<file path="src/rtl/hoi_pkg.sv">
// Shared types, constants and the microprogram of the harmonic oscillator integrator.
// Used by every module of the block; depends on nothing else.
`timescale 1ns / 1ps
`default_nettype none

package hoi_pkg;

    localparam int DATA_W    = 32;
    localparam int FRAC_BITS = 16;
    localparam int DT_W      = 24;
    localparam int DT_FRAC   = 24;
    localparam int CFG_W     = 32;
    localparam int CFG_IDX_W = 2;
    localparam int MODE_W    = 2;
    localparam int OPND_W    = DATA_W + 1;
    localparam int PROD_W    = 2 * DATA_W;
    localparam int ADDR_W    = 7;

    localparam logic signed [DATA_W-1:0] DATA_MAX = {1'b0, {(DATA_W-1){1'b1}}};
    localparam logic signed [DATA_W-1:0] DATA_MIN = {1'b1, {(DATA_W-1){1'b0}}};

    localparam logic [CFG_IDX_W-1:0] CFG_MODE     = 2'd0;
    localparam logic [CFG_IDX_W-1:0] CFG_DT       = 2'd1;
    localparam logic [CFG_IDX_W-1:0] CFG_INV_DT   = 2'd2;
    localparam logic [CFG_IDX_W-1:0] CFG_OMEGA_SQ = 2'd3;

    localparam logic [MODE_W-1:0] MODE_EULER      = 2'd0;
    localparam logic [MODE_W-1:0] MODE_POS_VERLET = 2'd3;

    localparam logic OP_LOAD = 1'b0;
    localparam logic OP_STEP = 1'b1;

    localparam logic [DT_W-1:0]  DT_RESET       = 24'd167772;
    localparam logic [CFG_W-1:0] INV_DT_RESET   = 32'd6553600;
    localparam logic [CFG_W-1:0] OMEGA_SQ_RESET = 32'd65536;

    typedef struct packed {
        logic               op;
        logic signed [31:0] init_position;
        logic signed [31:0] init_velocity;
    } cmd_item_t;

    typedef struct packed {
        logic signed [31:0] position;
        logic signed [31:0] velocity;
    } res_item_t;

    typedef enum logic [2:0] {
        U_NOP,
        U_MUL,
        U_MFIN,
        U_ADD,
        U_SUB
    } uop_t;

    typedef enum logic [3:0] {
        SRC_X,
        SRC_V,
        SRC_P,
        SRC_A,
        SRC_B,
        SRC_C,
        SRC_D,
        SRC_IX,
        SRC_IV,
        SRC_OMEGA,
        SRC_DT,
        SRC_INV_DT,
        SRC_ZERO
    } src_t;

    typedef enum logic [2:0] {
        DST_X,
        DST_V,
        DST_P,
        DST_A,
        DST_B,
        DST_C,
        DST_D
    } dst_t;

    typedef enum logic [1:0] {
        SH_FRAC,
        SH_DT,
        SH_HALF_DT
    } shift_t;

    typedef enum logic [2:0] {
        FL_NEXT,
        FL_END,
        FL_JUMP,
        FL_JSTEP,
        FL_JPV,
        FL_JMODE
    } flow_t;

    typedef logic [ADDR_W-1:0] uaddr_t;

    typedef struct packed {
        uop_t   uop;
        src_t   src_a;
        src_t   src_b;
        dst_t   dst;
        shift_t shift;
        flow_t  flow;
        uaddr_t target;
    } ucw_t;

    localparam uaddr_t A_ENTRY    = 7'd0;
    localparam uaddr_t A_LDPV     = 7'd4;
    localparam uaddr_t A_STEP     = 7'd23;
    localparam uaddr_t A_MODE_TBL = 7'd24;
    localparam uaddr_t A_EU       = 7'd28;
    localparam uaddr_t A_SE       = 7'd39;
    localparam uaddr_t A_VV       = 7'd49;
    localparam uaddr_t A_PV       = 7'd68;

    function automatic ucw_t f_ctl(flow_t f, uaddr_t t);
        ucw_t w;
        w = '{uop: U_NOP, src_a: SRC_ZERO, src_b: SRC_ZERO, dst: DST_A,
              shift: SH_FRAC, flow: f, target: t};
        return w;
    endfunction

    function automatic ucw_t f_mul(src_t a, src_t b, shift_t s);
        ucw_t w;
        w = '{uop: U_MUL, src_a: a, src_b: b, dst: DST_A,
              shift: s, flow: FL_NEXT, target: A_ENTRY};
        return w;
    endfunction

    function automatic ucw_t f_fin(dst_t d);
        ucw_t w;
        w = '{uop: U_MFIN, src_a: SRC_ZERO, src_b: SRC_ZERO, dst: d,
              shift: SH_FRAC, flow: FL_NEXT, target: A_ENTRY};
        return w;
    endfunction

    function automatic ucw_t f_add(dst_t d, src_t a, src_t b);
        ucw_t w;
        w = '{uop: U_ADD, src_a: a, src_b: b, dst: d,
              shift: SH_FRAC, flow: FL_NEXT, target: A_ENTRY};
        return w;
    endfunction

    function automatic ucw_t f_sub(dst_t d, src_t a, src_t b);
        ucw_t w;
        w = '{uop: U_SUB, src_a: a, src_b: b, dst: d,
              shift: SH_FRAC, flow: FL_NEXT, target: A_ENTRY};
        return w;
    endfunction

    function automatic ucw_t f_end(ucw_t w_in);
        ucw_t w;
        w      = w_in;
        w.flow = FL_END;
        return w;
    endfunction

    // Each product takes two steps: the multiply, then the shift, rounding and saturation.
    function automatic ucw_t ucode_rom(uaddr_t addr);
        ucw_t w;
        case (addr)
            7'd0:  w = f_ctl(FL_JSTEP, A_STEP);
            7'd1:  begin
                       w        = f_add(DST_P, SRC_IX, SRC_ZERO);
                       w.flow   = FL_JPV;
                       w.target = A_LDPV;
                   end
            7'd2:  w = f_add(DST_X, SRC_IX, SRC_ZERO);
            7'd3:  w = f_end(f_add(DST_V, SRC_IV, SRC_ZERO));
            // Load in position Verlet: Taylor step to x1, then velocity recovery.
            7'd4:  w = f_mul(SRC_IV, SRC_DT, SH_DT);
            7'd5:  w = f_fin(DST_B);
            7'd6:  w = f_add(DST_B, SRC_IX, SRC_B);
            7'd7:  w = f_mul(SRC_OMEGA, SRC_IX, SH_FRAC);
            7'd8:  w = f_fin(DST_A);
            7'd9:  w = f_sub(DST_A, SRC_ZERO, SRC_A);
            7'd10: w = f_mul(SRC_DT, SRC_DT, SH_HALF_DT);
            7'd11: w = f_fin(DST_C);
            7'd12: w = f_mul(SRC_A, SRC_C, SH_DT);
            7'd13: w = f_fin(DST_A);
            7'd14: w = f_add(DST_X, SRC_B, SRC_A);
            7'd15: w = f_sub(DST_A, SRC_X, SRC_IX);
            7'd16: w = f_mul(SRC_A, SRC_INV_DT, SH_FRAC);
            7'd17: w = f_fin(DST_A);
            7'd18: w = f_mul(SRC_OMEGA, SRC_X, SH_FRAC);
            7'd19: w = f_fin(DST_B);
            7'd20: w = f_mul(SRC_B, SRC_DT, SH_HALF_DT);
            7'd21: w = f_fin(DST_B);
            7'd22: w = f_end(f_sub(DST_V, SRC_A, SRC_B));
            // Step dispatch on the integrator mode.
            7'd23: w = f_ctl(FL_JMODE, A_MODE_TBL);
            7'd24: w = f_ctl(FL_JUMP, A_EU);
            7'd25: w = f_ctl(FL_JUMP, A_SE);
            7'd26: w = f_ctl(FL_JUMP, A_VV);
            7'd27: w = f_ctl(FL_JUMP, A_PV);
            // Explicit Euler.
            7'd28: w = f_mul(SRC_V, SRC_DT, SH_DT);
            7'd29: w = f_fin(DST_B);
            7'd30: w = f_add(DST_B, SRC_X, SRC_B);
            7'd31: w = f_mul(SRC_OMEGA, SRC_X, SH_FRAC);
            7'd32: w = f_fin(DST_A);
            7'd33: w = f_sub(DST_A, SRC_ZERO, SRC_A);
            7'd34: w = f_mul(SRC_A, SRC_DT, SH_DT);
            7'd35: w = f_fin(DST_A);
            7'd36: w = f_add(DST_V, SRC_V, SRC_A);
            7'd37: w = f_add(DST_P, SRC_X, SRC_ZERO);
            7'd38: w = f_end(f_add(DST_X, SRC_B, SRC_ZERO));
            // Symplectic Euler, velocity first.
            7'd39: w = f_mul(SRC_OMEGA, SRC_X, SH_FRAC);
            7'd40: w = f_fin(DST_A);
            7'd41: w = f_sub(DST_A, SRC_ZERO, SRC_A);
            7'd42: w = f_mul(SRC_A, SRC_DT, SH_DT);
            7'd43: w = f_fin(DST_A);
            7'd44: w = f_add(DST_V, SRC_V, SRC_A);
            7'd45: w = f_mul(SRC_V, SRC_DT, SH_DT);
            7'd46: w = f_fin(DST_B);
            7'd47: w = f_add(DST_P, SRC_X, SRC_ZERO);
            7'd48: w = f_end(f_add(DST_X, SRC_X, SRC_B));
            // Velocity Verlet.
            7'd49: w = f_mul(SRC_V, SRC_DT, SH_DT);
            7'd50: w = f_fin(DST_B);
            7'd51: w = f_add(DST_B, SRC_X, SRC_B);
            7'd52: w = f_mul(SRC_OMEGA, SRC_X, SH_FRAC);
            7'd53: w = f_fin(DST_A);
            7'd54: w = f_sub(DST_A, SRC_ZERO, SRC_A);
            7'd55: w = f_mul(SRC_DT, SRC_DT, SH_HALF_DT);
            7'd56: w = f_fin(DST_C);
            7'd57: w = f_mul(SRC_A, SRC_C, SH_DT);
            7'd58: w = f_fin(DST_A);
            7'd59: w = f_add(DST_D, SRC_B, SRC_A);
            7'd60: w = f_add(DST_A, SRC_X, SRC_D);
            7'd61: w = f_mul(SRC_OMEGA, SRC_A, SH_FRAC);
            7'd62: w = f_fin(DST_A);
            7'd63: w = f_mul(SRC_A, SRC_DT, SH_HALF_DT);
            7'd64: w = f_fin(DST_A);
            7'd65: w = f_sub(DST_V, SRC_V, SRC_A);
            7'd66: w = f_add(DST_P, SRC_X, SRC_ZERO);
            7'd67: w = f_end(f_add(DST_X, SRC_D, SRC_ZERO));
            // Position Verlet.
            7'd68: w = f_mul(SRC_DT, SRC_DT, SH_DT);
            7'd69: w = f_fin(DST_C);
            7'd70: w = f_mul(SRC_OMEGA, SRC_X, SH_FRAC);
            7'd71: w = f_fin(DST_A);
            7'd72: w = f_mul(SRC_A, SRC_C, SH_DT);
            7'd73: w = f_fin(DST_A);
            7'd74: w = f_add(DST_B, SRC_X, SRC_X);
            7'd75: w = f_sub(DST_B, SRC_B, SRC_P);
            7'd76: w = f_sub(DST_D, SRC_B, SRC_A);
            7'd77: w = f_sub(DST_A, SRC_D, SRC_X);
            7'd78: w = f_mul(SRC_A, SRC_INV_DT, SH_FRAC);
            7'd79: w = f_fin(DST_A);
            7'd80: w = f_mul(SRC_OMEGA, SRC_D, SH_FRAC);
            7'd81: w = f_fin(DST_B);
            7'd82: w = f_mul(SRC_B, SRC_DT, SH_HALF_DT);
            7'd83: w = f_fin(DST_B);
            7'd84: w = f_sub(DST_V, SRC_A, SRC_B);
            7'd85: w = f_add(DST_P, SRC_X, SRC_ZERO);
            7'd86: w = f_end(f_add(DST_X, SRC_D, SRC_ZERO));
            default: w = f_ctl(FL_END, A_ENTRY);
        endcase
        return w;
    endfunction

endpackage

`default_nettype wire

</file>
<file path="src/rtl/hoi_mul.sv">
// Shared fixed-point multiplier: one product registered, then truncation and saturation.
// Depends on hoi_pkg.
`timescale 1ns / 1ps
`default_nettype none

module hoi_mul (
    input  wire logic                                 clk,
    input  wire logic                                 issue,
    input  wire logic signed [hoi_pkg::OPND_W-1:0]    a,
    input  wire logic signed [hoi_pkg::OPND_W-1:0]    b,
    input  wire hoi_pkg::shift_t                      shift,
    output logic signed [hoi_pkg::DATA_W-1:0]         result
);

    localparam int DW = hoi_pkg::DATA_W;
    localparam int OW = hoi_pkg::OPND_W;
    localparam int PW = hoi_pkg::PROD_W;
    localparam logic [PW-1:0] POS_LIMIT = {{(PW-DW+1){1'b0}}, {(DW-1){1'b1}}};
    localparam logic [PW-1:0] NEG_LIMIT = {{(PW-DW){1'b0}}, 1'b1, {(DW-1){1'b0}}};

    logic [PW-1:0]       prod_reg;
    logic [PW-1:0]       prod_next;
    logic                neg_reg;
    logic                neg_next;
    hoi_pkg::shift_t     shift_reg;
    hoi_pkg::shift_t     shift_next;
    logic signed [OW-1:0] abs_a;
    logic signed [OW-1:0] abs_b;
    logic [PW-1:0]       quo;
    logic [PW-1:0]       quo_rnd;
    logic                rem_nz;

    always_comb
    begin
        abs_a      = a[OW-1] ? -a : a;
        abs_b      = b[OW-1] ? -b : b;
        prod_next  = prod_reg;
        neg_next   = neg_reg;
        shift_next = shift_reg;
        if (issue)
        begin
            prod_next  = abs_a[DW-1:0] * abs_b[DW-1:0];
            neg_next   = a[OW-1] ^ b[OW-1];
            shift_next = shift;
        end
    end

    always_ff @(posedge clk)
    begin
        prod_reg  <= prod_next;
        neg_reg   <= neg_next;
        shift_reg <= shift_next;
    end

    always_comb
    begin
        case (shift_reg)
            hoi_pkg::SH_DT:
            begin
                quo    = prod_reg >> hoi_pkg::DT_FRAC;
                rem_nz = |prod_reg[hoi_pkg::DT_FRAC-1:0];
            end
            hoi_pkg::SH_HALF_DT:
            begin
                quo    = prod_reg >> (hoi_pkg::DT_FRAC + 1);
                rem_nz = |prod_reg[hoi_pkg::DT_FRAC:0];
            end
            default:
            begin
                quo    = prod_reg >> hoi_pkg::FRAC_BITS;
                rem_nz = |prod_reg[hoi_pkg::FRAC_BITS-1:0];
            end
        endcase
        quo_rnd = quo + {{(PW-1){1'b0}}, rem_nz};
        if (!neg_reg)
        begin
            result = (quo > POS_LIMIT) ? hoi_pkg::DATA_MAX : quo[DW-1:0];
        end
        else
        begin
            result = (quo_rnd > NEG_LIMIT) ? hoi_pkg::DATA_MIN : -quo_rnd[DW-1:0];
        end
    end

endmodule

`default_nettype wire

</file>
<file path="src/rtl/hoi_datapath.sv">
// Datapath of the integrator: state and scratch registers, saturating adder, multiplier.
// Depends on hoi_pkg and hoi_mul; driven by the control word of hoi_seq.
`timescale 1ns / 1ps
`default_nettype none

module hoi_datapath (
    input  wire logic                                clk,
    input  wire logic                                rst_n,
    input  wire hoi_pkg::ucw_t                       cw,
    input  wire logic                                capture,
    input  wire hoi_pkg::cmd_item_t                  cmd,
    input  wire logic [hoi_pkg::DT_W-1:0]            dt,
    input  wire logic [hoi_pkg::CFG_W-1:0]           inv_dt,
    input  wire logic [hoi_pkg::CFG_W-1:0]           omega_sq,
    output logic signed [hoi_pkg::DATA_W-1:0]        position,
    output logic signed [hoi_pkg::DATA_W-1:0]        velocity
);

    localparam int DW = hoi_pkg::DATA_W;
    localparam int OW = hoi_pkg::OPND_W;

    logic signed [DW-1:0] x_reg, x_next;
    logic signed [DW-1:0] v_reg, v_next;
    logic signed [DW-1:0] p_reg, p_next;
    logic signed [DW-1:0] a_reg, a_next;
    logic signed [DW-1:0] b_reg, b_next;
    logic signed [DW-1:0] c_reg, c_next;
    logic signed [DW-1:0] d_reg, d_next;
    logic signed [DW-1:0] ix_reg, ix_next;
    logic signed [DW-1:0] iv_reg, iv_next;

    logic signed [OW-1:0] opnd_a;
    logic signed [OW-1:0] opnd_b;
    logic signed [DW-1:0] alu_b;
    logic signed [DW-1:0] neg_b;
    logic signed [DW:0]   sum;
    logic signed [DW-1:0] alu_res;
    logic signed [DW-1:0] mul_res;
    logic signed [DW-1:0] wval;
    logic                 wen;

    always_comb
    begin
        case (cw.src_a)
            hoi_pkg::SRC_X:      opnd_a = {x_reg[DW-1], x_reg};
            hoi_pkg::SRC_V:      opnd_a = {v_reg[DW-1], v_reg};
            hoi_pkg::SRC_P:      opnd_a = {p_reg[DW-1], p_reg};
            hoi_pkg::SRC_A:      opnd_a = {a_reg[DW-1], a_reg};
            hoi_pkg::SRC_B:      opnd_a = {b_reg[DW-1], b_reg};
            hoi_pkg::SRC_C:      opnd_a = {c_reg[DW-1], c_reg};
            hoi_pkg::SRC_D:      opnd_a = {d_reg[DW-1], d_reg};
            hoi_pkg::SRC_IX:     opnd_a = {ix_reg[DW-1], ix_reg};
            hoi_pkg::SRC_IV:     opnd_a = {iv_reg[DW-1], iv_reg};
            hoi_pkg::SRC_OMEGA:  opnd_a = {1'b0, omega_sq};
            hoi_pkg::SRC_DT:     opnd_a = {{(OW-hoi_pkg::DT_W){1'b0}}, dt};
            hoi_pkg::SRC_INV_DT: opnd_a = {1'b0, inv_dt};
            default:             opnd_a = '0;
        endcase
        case (cw.src_b)
            hoi_pkg::SRC_X:      opnd_b = {x_reg[DW-1], x_reg};
            hoi_pkg::SRC_V:      opnd_b = {v_reg[DW-1], v_reg};
            hoi_pkg::SRC_P:      opnd_b = {p_reg[DW-1], p_reg};
            hoi_pkg::SRC_A:      opnd_b = {a_reg[DW-1], a_reg};
            hoi_pkg::SRC_B:      opnd_b = {b_reg[DW-1], b_reg};
            hoi_pkg::SRC_C:      opnd_b = {c_reg[DW-1], c_reg};
            hoi_pkg::SRC_D:      opnd_b = {d_reg[DW-1], d_reg};
            hoi_pkg::SRC_IX:     opnd_b = {ix_reg[DW-1], ix_reg};
            hoi_pkg::SRC_IV:     opnd_b = {iv_reg[DW-1], iv_reg};
            hoi_pkg::SRC_OMEGA:  opnd_b = {1'b0, omega_sq};
            hoi_pkg::SRC_DT:     opnd_b = {{(OW-hoi_pkg::DT_W){1'b0}}, dt};
            hoi_pkg::SRC_INV_DT: opnd_b = {1'b0, inv_dt};
            default:             opnd_b = '0;
        endcase
    end

    hoi_mul u_mul (
        .clk    (clk),
        .issue  (cw.uop == hoi_pkg::U_MUL),
        .a      (opnd_a),
        .b      (opnd_b),
        .shift  (cw.shift),
        .result (mul_res)
    );

    // Subtraction negates with saturation first, so the most negative value becomes the largest.
    always_comb
    begin
        neg_b   = (opnd_b[DW-1:0] == hoi_pkg::DATA_MIN) ? hoi_pkg::DATA_MAX : -opnd_b[DW-1:0];
        alu_b   = (cw.uop == hoi_pkg::U_SUB) ? neg_b : opnd_b[DW-1:0];
        sum     = {opnd_a[DW-1], opnd_a[DW-1:0]} + {alu_b[DW-1], alu_b};
        if (sum[DW] != sum[DW-1])
        begin
            alu_res = sum[DW] ? hoi_pkg::DATA_MIN : hoi_pkg::DATA_MAX;
        end
        else
        begin
            alu_res = sum[DW-1:0];
        end
        wen  = cw.uop inside {hoi_pkg::U_MFIN, hoi_pkg::U_ADD, hoi_pkg::U_SUB};
        wval = (cw.uop == hoi_pkg::U_MFIN) ? mul_res : alu_res;
    end

    always_comb
    begin
        x_next  = x_reg;
        v_next  = v_reg;
        p_next  = p_reg;
        a_next  = a_reg;
        b_next  = b_reg;
        c_next  = c_reg;
        d_next  = d_reg;
        ix_next = capture ? cmd.init_position : ix_reg;
        iv_next = capture ? cmd.init_velocity : iv_reg;
        if (wen)
        begin
            case (cw.dst)
                hoi_pkg::DST_X: x_next = wval;
                hoi_pkg::DST_V: v_next = wval;
                hoi_pkg::DST_P: p_next = wval;
                hoi_pkg::DST_A: a_next = wval;
                hoi_pkg::DST_B: b_next = wval;
                hoi_pkg::DST_C: c_next = wval;
                hoi_pkg::DST_D: d_next = wval;
                default:        a_next = a_reg;
            endcase
        end
    end

    always_ff @(posedge clk or negedge rst_n)
    begin
        if (!rst_n)
        begin
            x_reg <= '0;
            v_reg <= '0;
            p_reg <= '0;
        end
        else
        begin
            x_reg <= x_next;
            v_reg <= v_next;
            p_reg <= p_next;
        end
    end

    always_ff @(posedge clk)
    begin
        a_reg  <= a_next;
        b_reg  <= b_next;
        c_reg  <= c_next;
        d_reg  <= d_next;
        ix_reg <= ix_next;
        iv_reg <= iv_next;
    end

    assign position = x_reg;
    assign velocity = v_reg;

endmodule

`default_nettype wire

</file>
<file path="src/rtl/hoi_seq.sv">
// Microcode sequencer: step counter, control store lookup and jump logic.
// Depends on hoi_pkg for the control word format and the microprogram.
`timescale 1ns / 1ps
`default_nettype none

module hoi_seq (
    input  wire logic                            clk,
    input  wire logic                            rst_n,
    input  wire logic                            start,
    input  wire logic                            op,
    input  wire logic [hoi_pkg::MODE_W-1:0]      mode,
    input  wire logic                            res_free,
    output logic                                 ready,
    output logic                                 res_load,
    output hoi_pkg::ucw_t                        cw
);

    typedef enum logic [2:0] {
        ST_IDLE = 3'b001,
        ST_RUN  = 3'b010,
        ST_DONE = 3'b100
    } seq_state_t;

    localparam int AW = hoi_pkg::ADDR_W;

    seq_state_t        state_reg, state_next;
    hoi_pkg::uaddr_t   pc_reg, pc_next;
    logic              op_reg, op_next;
    hoi_pkg::ucw_t     rom_word;
    hoi_pkg::uaddr_t   pc_inc;

    always_comb
    begin
        rom_word   = hoi_pkg::ucode_rom(pc_reg);
        pc_inc     = pc_reg + {{(AW-1){1'b0}}, 1'b1};
        state_next = state_reg;
        pc_next    = pc_reg;
        op_next    = op_reg;
        res_load   = 1'b0;
        ready      = (state_reg == ST_IDLE);
        cw         = hoi_pkg::f_ctl(hoi_pkg::FL_NEXT, hoi_pkg::A_ENTRY);
        case (state_reg)
            ST_IDLE:
            begin
                if (start)
                begin
                    state_next = ST_RUN;
                    pc_next    = hoi_pkg::A_ENTRY;
                    op_next    = op;
                end
            end
            ST_RUN:
            begin
                cw = rom_word;
                case (rom_word.flow)
                    hoi_pkg::FL_END:
                    begin
                        state_next = ST_DONE;
                        pc_next    = hoi_pkg::A_ENTRY;
                    end
                    hoi_pkg::FL_JUMP:
                        pc_next = rom_word.target;
                    hoi_pkg::FL_JSTEP:
                        pc_next = (op_reg == hoi_pkg::OP_STEP) ? rom_word.target : pc_inc;
                    hoi_pkg::FL_JPV:
                        pc_next = (mode == hoi_pkg::MODE_POS_VERLET) ? rom_word.target : pc_inc;
                    hoi_pkg::FL_JMODE:
                        pc_next = rom_word.target + {{(AW-hoi_pkg::MODE_W){1'b0}}, mode};
                    default:
                        pc_next = pc_inc;
                endcase
            end
            ST_DONE:
            begin
                if (res_free)
                begin
                    res_load   = 1'b1;
                    state_next = ST_IDLE;
                end
            end
            default:
                state_next = ST_IDLE;
        endcase
    end

    always_ff @(posedge clk or negedge rst_n)
    begin
        if (!rst_n)
        begin
            state_reg <= ST_IDLE;
            pc_reg    <= hoi_pkg::A_ENTRY;
            op_reg    <= hoi_pkg::OP_LOAD;
        end
        else
        begin
            state_reg <= state_next;
            pc_reg    <= pc_next;
            op_reg    <= op_next;
        end
    end

endmodule

`default_nettype wire

</file>
<file path="src/rtl/harmonic_oscillator_integrator.sv">
// Top level of the harmonic oscillator integrator: configuration registers and result register.
// Depends on hoi_pkg, hoi_seq and hoi_datapath.
//
// Each transfer on the command channel either loads a position and velocity or advances the
// oscillator by one time step with the integrator chosen by the mode register, and gives one
// result transfer with the new position and velocity in signed Q16.16. Items are handled one at a
// time by a microprogram driving a single shared multiplier, two steps per product. The next
// command can be taken only once the result of the last one has gone into the output register,
// and it is taken while that result still waits there. Configuration is to be written only
// while the block is idle; the user must keep to this, as the block itself does not enforce it.
`timescale 1ns / 1ps
`default_nettype none

module harmonic_oscillator_integrator (
    input  wire logic                               clk,
    input  wire logic                               rst_n,
    input  wire logic                               cmd_valid,
    output logic                                    cmd_stall,
    input  wire hoi_pkg::cmd_item_t                 cmd,
    output logic                                    res_valid,
    input  wire logic                               res_stall,
    output hoi_pkg::res_item_t                      res,
    input  wire logic                               cfg_we,
    input  wire logic [hoi_pkg::CFG_IDX_W-1:0]      cfg_index,
    input  wire logic [hoi_pkg::CFG_W-1:0]          cfg_data
);

    logic [hoi_pkg::MODE_W-1:0]  mode_reg, mode_next;
    logic [hoi_pkg::DT_W-1:0]    dt_reg, dt_next;
    logic [hoi_pkg::CFG_W-1:0]   inv_dt_reg, inv_dt_next;
    logic [hoi_pkg::CFG_W-1:0]   omega_sq_reg, omega_sq_next;
    logic                        res_valid_reg, res_valid_next;
    hoi_pkg::res_item_t          res_reg, res_next;

    logic                        ready;
    logic                        start;
    logic                        res_load;
    logic                        res_free;
    hoi_pkg::ucw_t               cw;
    logic signed [hoi_pkg::DATA_W-1:0] position;
    logic signed [hoi_pkg::DATA_W-1:0] velocity;

    assign cmd_stall = !ready;
    assign start     = cmd_valid && ready;
    assign res_free  = !res_valid_reg || !res_stall;

    always_comb
    begin
        mode_next     = mode_reg;
        dt_next       = dt_reg;
        inv_dt_next   = inv_dt_reg;
        omega_sq_next = omega_sq_reg;
        if (cfg_we)
        begin
            case (cfg_index)
                hoi_pkg::CFG_MODE:     mode_next     = cfg_data[hoi_pkg::MODE_W-1:0];
                hoi_pkg::CFG_DT:       dt_next       = cfg_data[hoi_pkg::DT_W-1:0];
                hoi_pkg::CFG_INV_DT:   inv_dt_next   = cfg_data;
                hoi_pkg::CFG_OMEGA_SQ: omega_sq_next = cfg_data;
                default:               mode_next     = mode_reg;
            endcase
        end
    end

    always_comb
    begin
        res_valid_next = res_valid_reg;
        res_next       = res_reg;
        if (res_valid_reg && !res_stall)
        begin
            res_valid_next = 1'b0;
        end
        if (res_load)
        begin
            res_valid_next    = 1'b1;
            res_next.position = position;
            res_next.velocity = velocity;
        end
    end

    always_ff @(posedge clk or negedge rst_n)
    begin
        if (!rst_n)
        begin
            mode_reg      <= hoi_pkg::MODE_EULER;
            dt_reg        <= hoi_pkg::DT_RESET;
            inv_dt_reg    <= hoi_pkg::INV_DT_RESET;
            omega_sq_reg  <= hoi_pkg::OMEGA_SQ_RESET;
            res_valid_reg <= 1'b0;
        end
        else
        begin
            mode_reg      <= mode_next;
            dt_reg        <= dt_next;
            inv_dt_reg    <= inv_dt_next;
            omega_sq_reg  <= omega_sq_next;
            res_valid_reg <= res_valid_next;
        end
    end

    always_ff @(posedge clk)
    begin
        res_reg <= res_next;
    end

    hoi_seq u_seq (
        .clk      (clk),
        .rst_n    (rst_n),
        .start    (start),
        .op       (cmd.op),
        .mode     (mode_reg),
        .res_free (res_free),
        .ready    (ready),
        .res_load (res_load),
        .cw       (cw)
    );

    hoi_datapath u_datapath (
        .clk      (clk),
        .rst_n    (rst_n),
        .cw       (cw),
        .capture  (start),
        .cmd      (cmd),
        .dt       (dt_reg),
        .inv_dt   (inv_dt_reg),
        .omega_sq (omega_sq_reg),
        .position (position),
        .velocity (velocity)
    );

    assign res_valid = res_valid_reg;
    assign res       = res_reg;

endmodule

`default_nettype wire
</file>
<file path="config.mk">
export PLATFORM = sky130hd
export DESIGN_NAME = harmonic_oscillator_integrator
export DESIGN_NICKNAME = d
export VERILOG_FILES = /design/src/rtl/hoi_pkg.sv /design/src/rtl/hoi_mul.sv /design/src/rtl/hoi_datapath.sv /design/src/rtl/hoi_seq.sv /design/src/rtl/harmonic_oscillator_integrator.sv
export SDC_FILE = /design/constraint.sdc
export NUM_CORES = 2
export LEC_CHECK = 0
export BUFFER_PORTS_ARGS = -buffer_cell sky130_fd_sc_hd__buf_2
export CAP_MARGIN = 40
export CORE_AREA = 5 5 444 446
export DETAILED_ROUTE_END_ITERATION = 8
export DIE_AREA = 0 0 449 451
export RECOVER_POWER = 50
export SYNTH_ARGS = -nofsm -noshare
export SYNTH_HDL_FRONTEND = slang
export SYNTH_SLANG_ARGS = --single-unit
</file>
<file path="constraint.sdc">
create_clock -name clk -period 17.7 [get_ports clk]
set_clock_uncertainty 0.05 [all_clocks]
set_input_delay 0.885 -clock clk [delete_from_list [all_inputs] [get_ports clk]]
set_output_delay 0.885 -clock clk [all_outputs]
set_load 0.005 [all_outputs]
</file>
## Yosys cells after proc, flatten, opt, wreduce, memory -nomap -nowiden

Memory sizes are Yosys's and may differ from the RTL's.
Cells that the tools add are included.

| cells by class | value |
|---|---|
| add/subtract/negate cells | 8 |
| multiply operators | 1 |
| div/mod/pow operators | 0 |
| magnitude comparators | 2 |
| equality and inequality tests | 51 |
| shift operators | 0 |
| muxes and demuxes | 28 |
| bitwise gates (word level) | 1 |
| reductions and logical operators | 30 |

Operators with widths:

| operator | count |
|---|---|
| case mux 33 bit (12 select lines) | 2 |
| 2-to-1 mux 32 bit | 10 |
| negation 32 bit | 4 |
| case mux 48 bit (2 select lines) | 1 |
| adder 64 x 1 -> 64 bit | 1 |
| > comparator 64 x 31 -> 1 bit, second input constant | 1 |
| > comparator 64 x 32 -> 1 bit, second input constant | 1 |
| multiplier 32 x 32 -> 64 bit | 1 |
| case mux 7 bit (5 select lines) | 1 |
| adder 32 x 32 -> 33 bit | 1 |
| == test 32 bit, second input constant | 1 |
| == test 4 x 3 -> 1 bit, second input constant | 8 |
| == test 4 bit, second input constant | 8 |
| 2-to-1 mux 26 bit | 1 |
| AND reduction 2 bit | 13 |
| OR reduction 25 bit | 1 |
| OR reduction 24 bit | 1 |
| == test 3 x 2 -> 1 bit, second input constant | 7 |
| == test 3 bit, second input constant | 7 |
| 2-to-1 mux 7 bit | 3 |
| == test 4 x 2 -> 1 bit, second input constant | 4 |
| OR reduction 16 bit | 1 |
| case mux 7 bit (2 select lines) | 1 |
| == test 3 x 1 -> 1 bit, second input constant | 4 |
| other kinds (22) | 38 |

| storage, ports and cells | value |
|---|---|
| flip-flop bits (word level) | 521 |
| bits in latches | 0 |
| RAM bits | 0 |
| memory bits (read-only) | 3328 |
| input bits | 104 |
| output and inout bits | 66 |
| logic and storage cells | 144 |
| memories | 1 |

Memories:

| memory | depth | width | read ports | clocked after memory_dff | wr ports | line | RTL |
|---|---|---|---|---|---|---|---|
| (no name shown) | 128 | 26 | 1 | 0 | 0 | hoi_pkg.sv:163 | `case (addr)` |

## Logic depth before layout (Yosys ltp)

| depth | value |
|---|---|
| depth in word-level cells | 11 |
| gate-level depth with buffers | 56 |
| mapped depth without buffers | 49 |

## By module

Synthesis repeated with hierarchy kept, for this count alone.

| second synthesis, totals | value |
|---|---|
| cell total of the unflattened synthesis | 7050 |
| area total of the unflattened synthesis | 65876.9 sq um |

Modules (own cells, without submodules):

| module | instances | cells an instance | area an instance (sq um) | sequential area each (sq um) |
|---|---|---|---|---|
| hoi_mul | 1 | 4485 | 38881.0 | 2011.9 |
| hoi_datapath | 1 | 1816 | 18403.9 | 8167.8 |
| harmonic_oscillator_integrator | 1 | 261 | 5356.4 | 4216.5 |
| hoi_seq | 1 | 488 | 3235.6 | 276.5 |

## Least setup slack after synthesis

OpenSTA, ideal clock, no wires.

| timing | value |
|---|---|
| kind | register to register |
| from | register u_seq.pc_reg[0] |
| to | register u_datapath.u_mul.prod_reg[62], data pin |
| library setup time | 174 ps |
| arrival | 12662 ps |
| data required time | 17476 ps |
| path slack | 4814 ps |
| cell stages (with the launch flop) | 49 |
| buffers on the path | 5 |
| clock period less this slack | 12886 ps |
| path through | dfrtp_1 buf_2 inv_1 ha_1 clkbuf_1 inv_1 ha_1 a2111oi_0 o21a_1 buf_2 nand2_2 and4_1 a2111o_1 a211o_1 inv_1 buf_1 ha_1 inv_1 [13 not listed] fa_1 fa_1 fa_1 fa_1 ha_1 and3_1 nor3b_1 nand4_1 nor3_1 o311ai_0 a31oi_1 a31o_2 a41oi_1 a211o_1 o21ai_0 and3_1 nor3_1 a311oi_1 |

| on the way | value |
|---|---|
| word-level cells in the longest chain between the ends | 7 |
| elaborated cells between the ends (all ways) | 33 |
| classes of those cells | add/sub: 2; mul: 1; eq/ne: 22; mux: 5; reduce/logical: 2; memory: 1 |

Ends and longest elaborated chain:

| what | line | RTL |
|---|---|---|
| start: declaration | hoi_seq.sv:27 | `hoi_pkg::uaddr_t pc_reg, pc_next;` |
| start signal: assignment | hoi_seq.sv:91 | `pc_reg <= hoi_pkg::A_ENTRY;` |
| start signal: assignment | hoi_seq.sv:97 | `pc_reg <= pc_next;` |
| memory (128 x 26 bit) (*) | n/a |  |
| 2-to-1 mux 26 bit (*) | hoi_seq.sv:42 | `case (state_reg)` |
| == test 4 bit (tied with other cells) | hoi_datapath.sv:44 | `case (cw.src_a)` |
| case mux 33 bit (12 select lines) (on tied branches) | hoi_datapath.sv:44, hoi_datapath.sv:59 |  |
| negation 32 bit (on tied branches) | hoi_mul.sv:35, hoi_mul.sv:36 |  |
| 2-to-1 mux 32 bit (on tied branches) | hoi_mul.sv:35, hoi_mul.sv:36 |  |
| multiplier 32 x 32 -> 64 bit (*) | hoi_mul.sv:42 | `prod_next = abs_a[DW-1:0] * abs_b[DW-1:0];` |
| end signal: assignment | hoi_mul.sv:50 | `prod_reg <= prod_next;` |
| end: declaration | hoi_mul.sv:21 | `logic [PW-1:0] prod_reg;` |

Every way passes the cells marked *; elsewhere a longest branch is shown, timed or not.
A chain may end at the register's enable or synchronous reset.

## Final worst setup path

Ends and elaborated chain as after synthesis.

==> results list <==
* Top library cells by usage in the layout, fill and taps aside: sky130_fd_sc_hd__inv_1, sky130_fd_sc_hd__fa_1, sky130_fd_sc_hd__nor2_1
* Max frequency: 61.54 MHz
- Detailed routing inserted a total of 58070 vias.
* First-pass detailed-route iteration total: 9
- Once detailed placement completed, the half-perimeter wirelength came to 228.1 mm.
* Req. time, crit path: 18.17 ns
* Terminus of the critical flop-to-flop path: u_datapath.u_mul.prod_reg[62]$_DFFE_PN_
- For this design the ratio of total power to cell area is 74.01 nW/um^2.
- At the later pin of the worst-skew pair, clock insertion delay measures 0.70 ns.
* Initial core utilization: 34.86%
- Die outline area: 202500 sq um
- Slowest cell delay on critical path: 0.83 ns
- The H-tree was split into 2 levels.
- The clock net in this run drives a total of 521 sinks.
- Counting flops and latches in the post-synthesis netlist gives 521.
* Final worst-path cycle share: 91.80%
* Total overflow reported by the global router: 0
* Bufs on Longest Clock Path: 3
- Clock-pin slew was measured on the worst setup and hold paths at 0.07 ns.
* Primary flip-flop cell chosen by synthesis mapping: sky130_fd_sc_hd__edfxtp_1
- Yosys mapped a number of flops with a built-in enable equal to 323.
* Placement row count: 161
- The final-report hold violation count is 0.
- Portion of the post-synthesis area used by sequential elements: 21.90%
* Height of the chip: 451 microns
- Share of cells above drive strength 1: 13.41%
* Setup repair after global routing missed its margin: false
- The flow ran to the end, but the final reports show violations.
- Dividing the detail-routed wire length by the instance count gives 29.45 microns.
- Maximum fanout along the worst path: 18
* Placed Instances: 9749
- Data arrives at the worst endpoint at 16.72 ns.
* Iteration-0 DRC Markers: 6645
* CTS Hold Bufs: 0
* Yosys cell types: 118
- Origin of the worst min-delay path: cmd[57]
* Net count reported at finish: 8617
- Reg-to-reg slack, setup: 1.45 ns
* Final Wtd Congestion: 1.049
- By startpoint and endpoint, the worst setup path is classified as flip-flop to flip-flop.
* Initial antenna violation count: 15
* Count of fill cells added during filler insertion: 19280
* Largest net degree at the start of global routing: 90
* Final setup slack of the worst path: 1.451 ns
- Mean instance size in the synthesized netlist: 9.366 sq um
- Relative to the synthesized area, the layout overhead comes to 10.94%.
- In this run the tightest slew margin relative to its limit is -290.3%.
- Violations in the final reports: DRC, capacitance limit, slew limit
- Register Area: 14680 sq um
* Number of standard cells in the final layout excluding fillers: 9871
* Via count of the first global-routing pass: 58210
* Number of buffers created by CTS: 58
- TritonCTS built the clock tree.
- Worst reg-to-reg path cell count: 44
- For this run, asynchronously set or reset flops after synthesis account for 38.00%.
- By instance count, the cell type seen most on the critical path is sky130_fd_sc_hd__fa_1.
- Core region area: 192200 sq um
- LEAKAGE: 32.72 nW
- Count of warnings emitted by yosys: 0
* Setup slack after placement: 1.820 ns
- Boundary Pins: 170
- Summed over all failing endpoints, the final setup total negative slack is 0 ns.
- The slowest stage of the critical path is the sky130_fd_sc_hd__dfrtp_1 cell.
- Post-synth net total: 8484
* Synthesized cell area: 67000 sq um
- Total routing usage reported by global routing: 28.06%
- The worst register-to-register path begins at u_seq.pc_reg[0]$_DFFE_PN0P_.
- After detailed routing, the number of remaining DRC violations is 1.
- # setup viols final: 0
* Global-route wire length before repair: 418.7 mm
- Sink of the worst hold path: u_datapath.ix_reg[25]$_DFFE_PP_
- After detailed routing, the number of vias per cell comes to 5.883.
- Once detail routing completed, the nets flagged for antenna violations numbered 0.
- Number of cells on the worst hold path: 1
- Post-CTS setup buffers: 0
* Fin. max-slew vios: 373
- Max IR drop VDD: 0.08818 mV
* Root cell of the clock tree: sky130_fd_sc_hd__clkbuf_16
- Input and output buffers added on the ports amount to 169.
- Overall die width: 449 microns
- Counting every instance in the synthesized netlist gives 7154.
* Area of the multi-input gates: 47300 sq um
- STA classifies the critical path endpoint as a flip-flop.
- Post-layout min period: 16.25 ns
- Max-Cap Viols: 8
* Final routed wirelength across all metal layers: 290.7 mm
* Leading cell type in the layout, fill and taps excluded: sky130_fd_sc_hd__inv_1
* Cts repair resizes: 0
- Worst slew pin tran: 5.855 ns
- Nature of the critical path startpoint: flip-flop
- Class of the worst hold path: primary input to flip-flop
## layout make-up
cell class / count / area share [%]
Clock buffer: 75 / 2.106
Clock inverter: 35 / 0.6817
Tap cell: 2526 / 4.252
Antenna cell: 8 / 0.02693
Sequential cell: 521 / 19.74
Timing Repair Buffer: 488 / 4.555
Inverter: 991 / 5.005
Multi-Input combinational cell: 5227 / 63.63
## metal layers
metal  track usage (%)  vias to the layer above  part of all wire, %
li1                  -                    24190                    -
met1             37.72                    29610                   40
met2             42.17                     3440                   43
met3             6.026                      816                  9.7
met4             15.60                        8                  7.0
met5                 0                        -                0.060
## logic make-up (layout without fill, tap and decap cells)
group | after synthesis | after routing | synth area share (%)
other cells | 0 | 8 | 0
buf+inv | 1406 | 1589 | 8.534
fa+ha+maj | 1228 | 1228 | 33.00
flops | 521 | 521 | 21.90
mux | 332 | 332 | 5.541
simple gates | 2185 | 2185 | 14.91
compound gates | 1250 | 1250 | 12.96
xor+xnor | 232 | 232 | 3.156
## cell usage after synthesis (141+ instances only)
library cell | n | area share (%)
sky130_fd_sc_hd__nor2_1 | 772 | 4.3
sky130_fd_sc_hd__dfrtp_1 | 183 | 6.8
sky130_fd_sc_hd__inv_1 | 990 | 5.5
sky130_fd_sc_hd__fa_1 | 899 | 27
sky130_fd_sc_hd__ha_1 | 327 | 6.1
sky130_fd_sc_hd__xnor2_1 | 150 | 2.0
sky130_fd_sc_hd__nand2_1 | 742 | 4.2
sky130_fd_sc_hd__clkbuf_1 | 202 | 1.1
sky130_fd_sc_hd__buf_2 | 141 | 1.1
sky130_fd_sc_hd__mux2_2 | 210 | 3.5
sky130_fd_sc_hd__o21ai_0 | 170 | 1.3
sky130_fd_sc_hd__a21oi_1 | 304 | 2.3
sky130_fd_sc_hd__edfxtp_1 | 323 | 14
## metrics by stage
step / hold slack (ns) / power [mW] / util (%) / area [sq um]
after floorplan: 0.3749 / 2.945 / - / 67000
after global placement: 0.3877 / 4.060 / 37.40 / 71870
after detailed placement: 0.3952 / 4.095 / 37.64 / 72330
after CTS: 0.2147 / 5.428 / 38.72 / 74400
after global routing: 0.2997 / 5.664 / 38.67 / 74310
final: 0.3146 / 5.501 / 38.68 / 74330
## worst max-delay path: cells and delay by family, from the launching register on
kind	cells	cell delay, ns
compound gates	11	3.84
xor+xnor	1	0.56
fa+ha+maj	11	5.26
buf+inv	7	1.18
simple gates	14	4.39
flops	1	0.83
## report_power, final
group / switching, mW / total, mW / internal [mW] / leakage (nW)
Combinational: 1.81 / 2.52 / 0.705 / 26.2
Sequential: 0.179 / 1.66 / 1.48 / 5.47
Clock: 0.567 / 1.32 / 0.755 / 1.00
## worst max path at each step
stage / startpoint / endpoint
global route: u_seq.pc_reg[0]$_DFFE_PN0P_ / u_datapath.u_mul.prod_reg[62]$_DFFE_PN_
floorplan: u_seq.pc_reg[0]$_DFFE_PN0P_ / u_datapath.u_mul.prod_reg[62]$_DFFE_PN_
CTS: u_seq.pc_reg[0]$_DFFE_PN0P_ / u_datapath.u_mul.prod_reg[62]$_DFFE_PN_
finish: u_seq.pc_reg[0]$_DFFE_PN0P_ / u_datapath.u_mul.prod_reg[62]$_DFFE_PN_
global placement: u_seq.pc_reg[0]$_DFFE_PN0P_ / u_datapath.u_mul.prod_reg[62]$_DFFE_PN_
detailed placement: u_seq.pc_reg[0]$_DFFE_PN0P_ / u_datapath.u_mul.prod_reg[62]$_DFFE_PN_
Power figures use the tool's default switching activity.
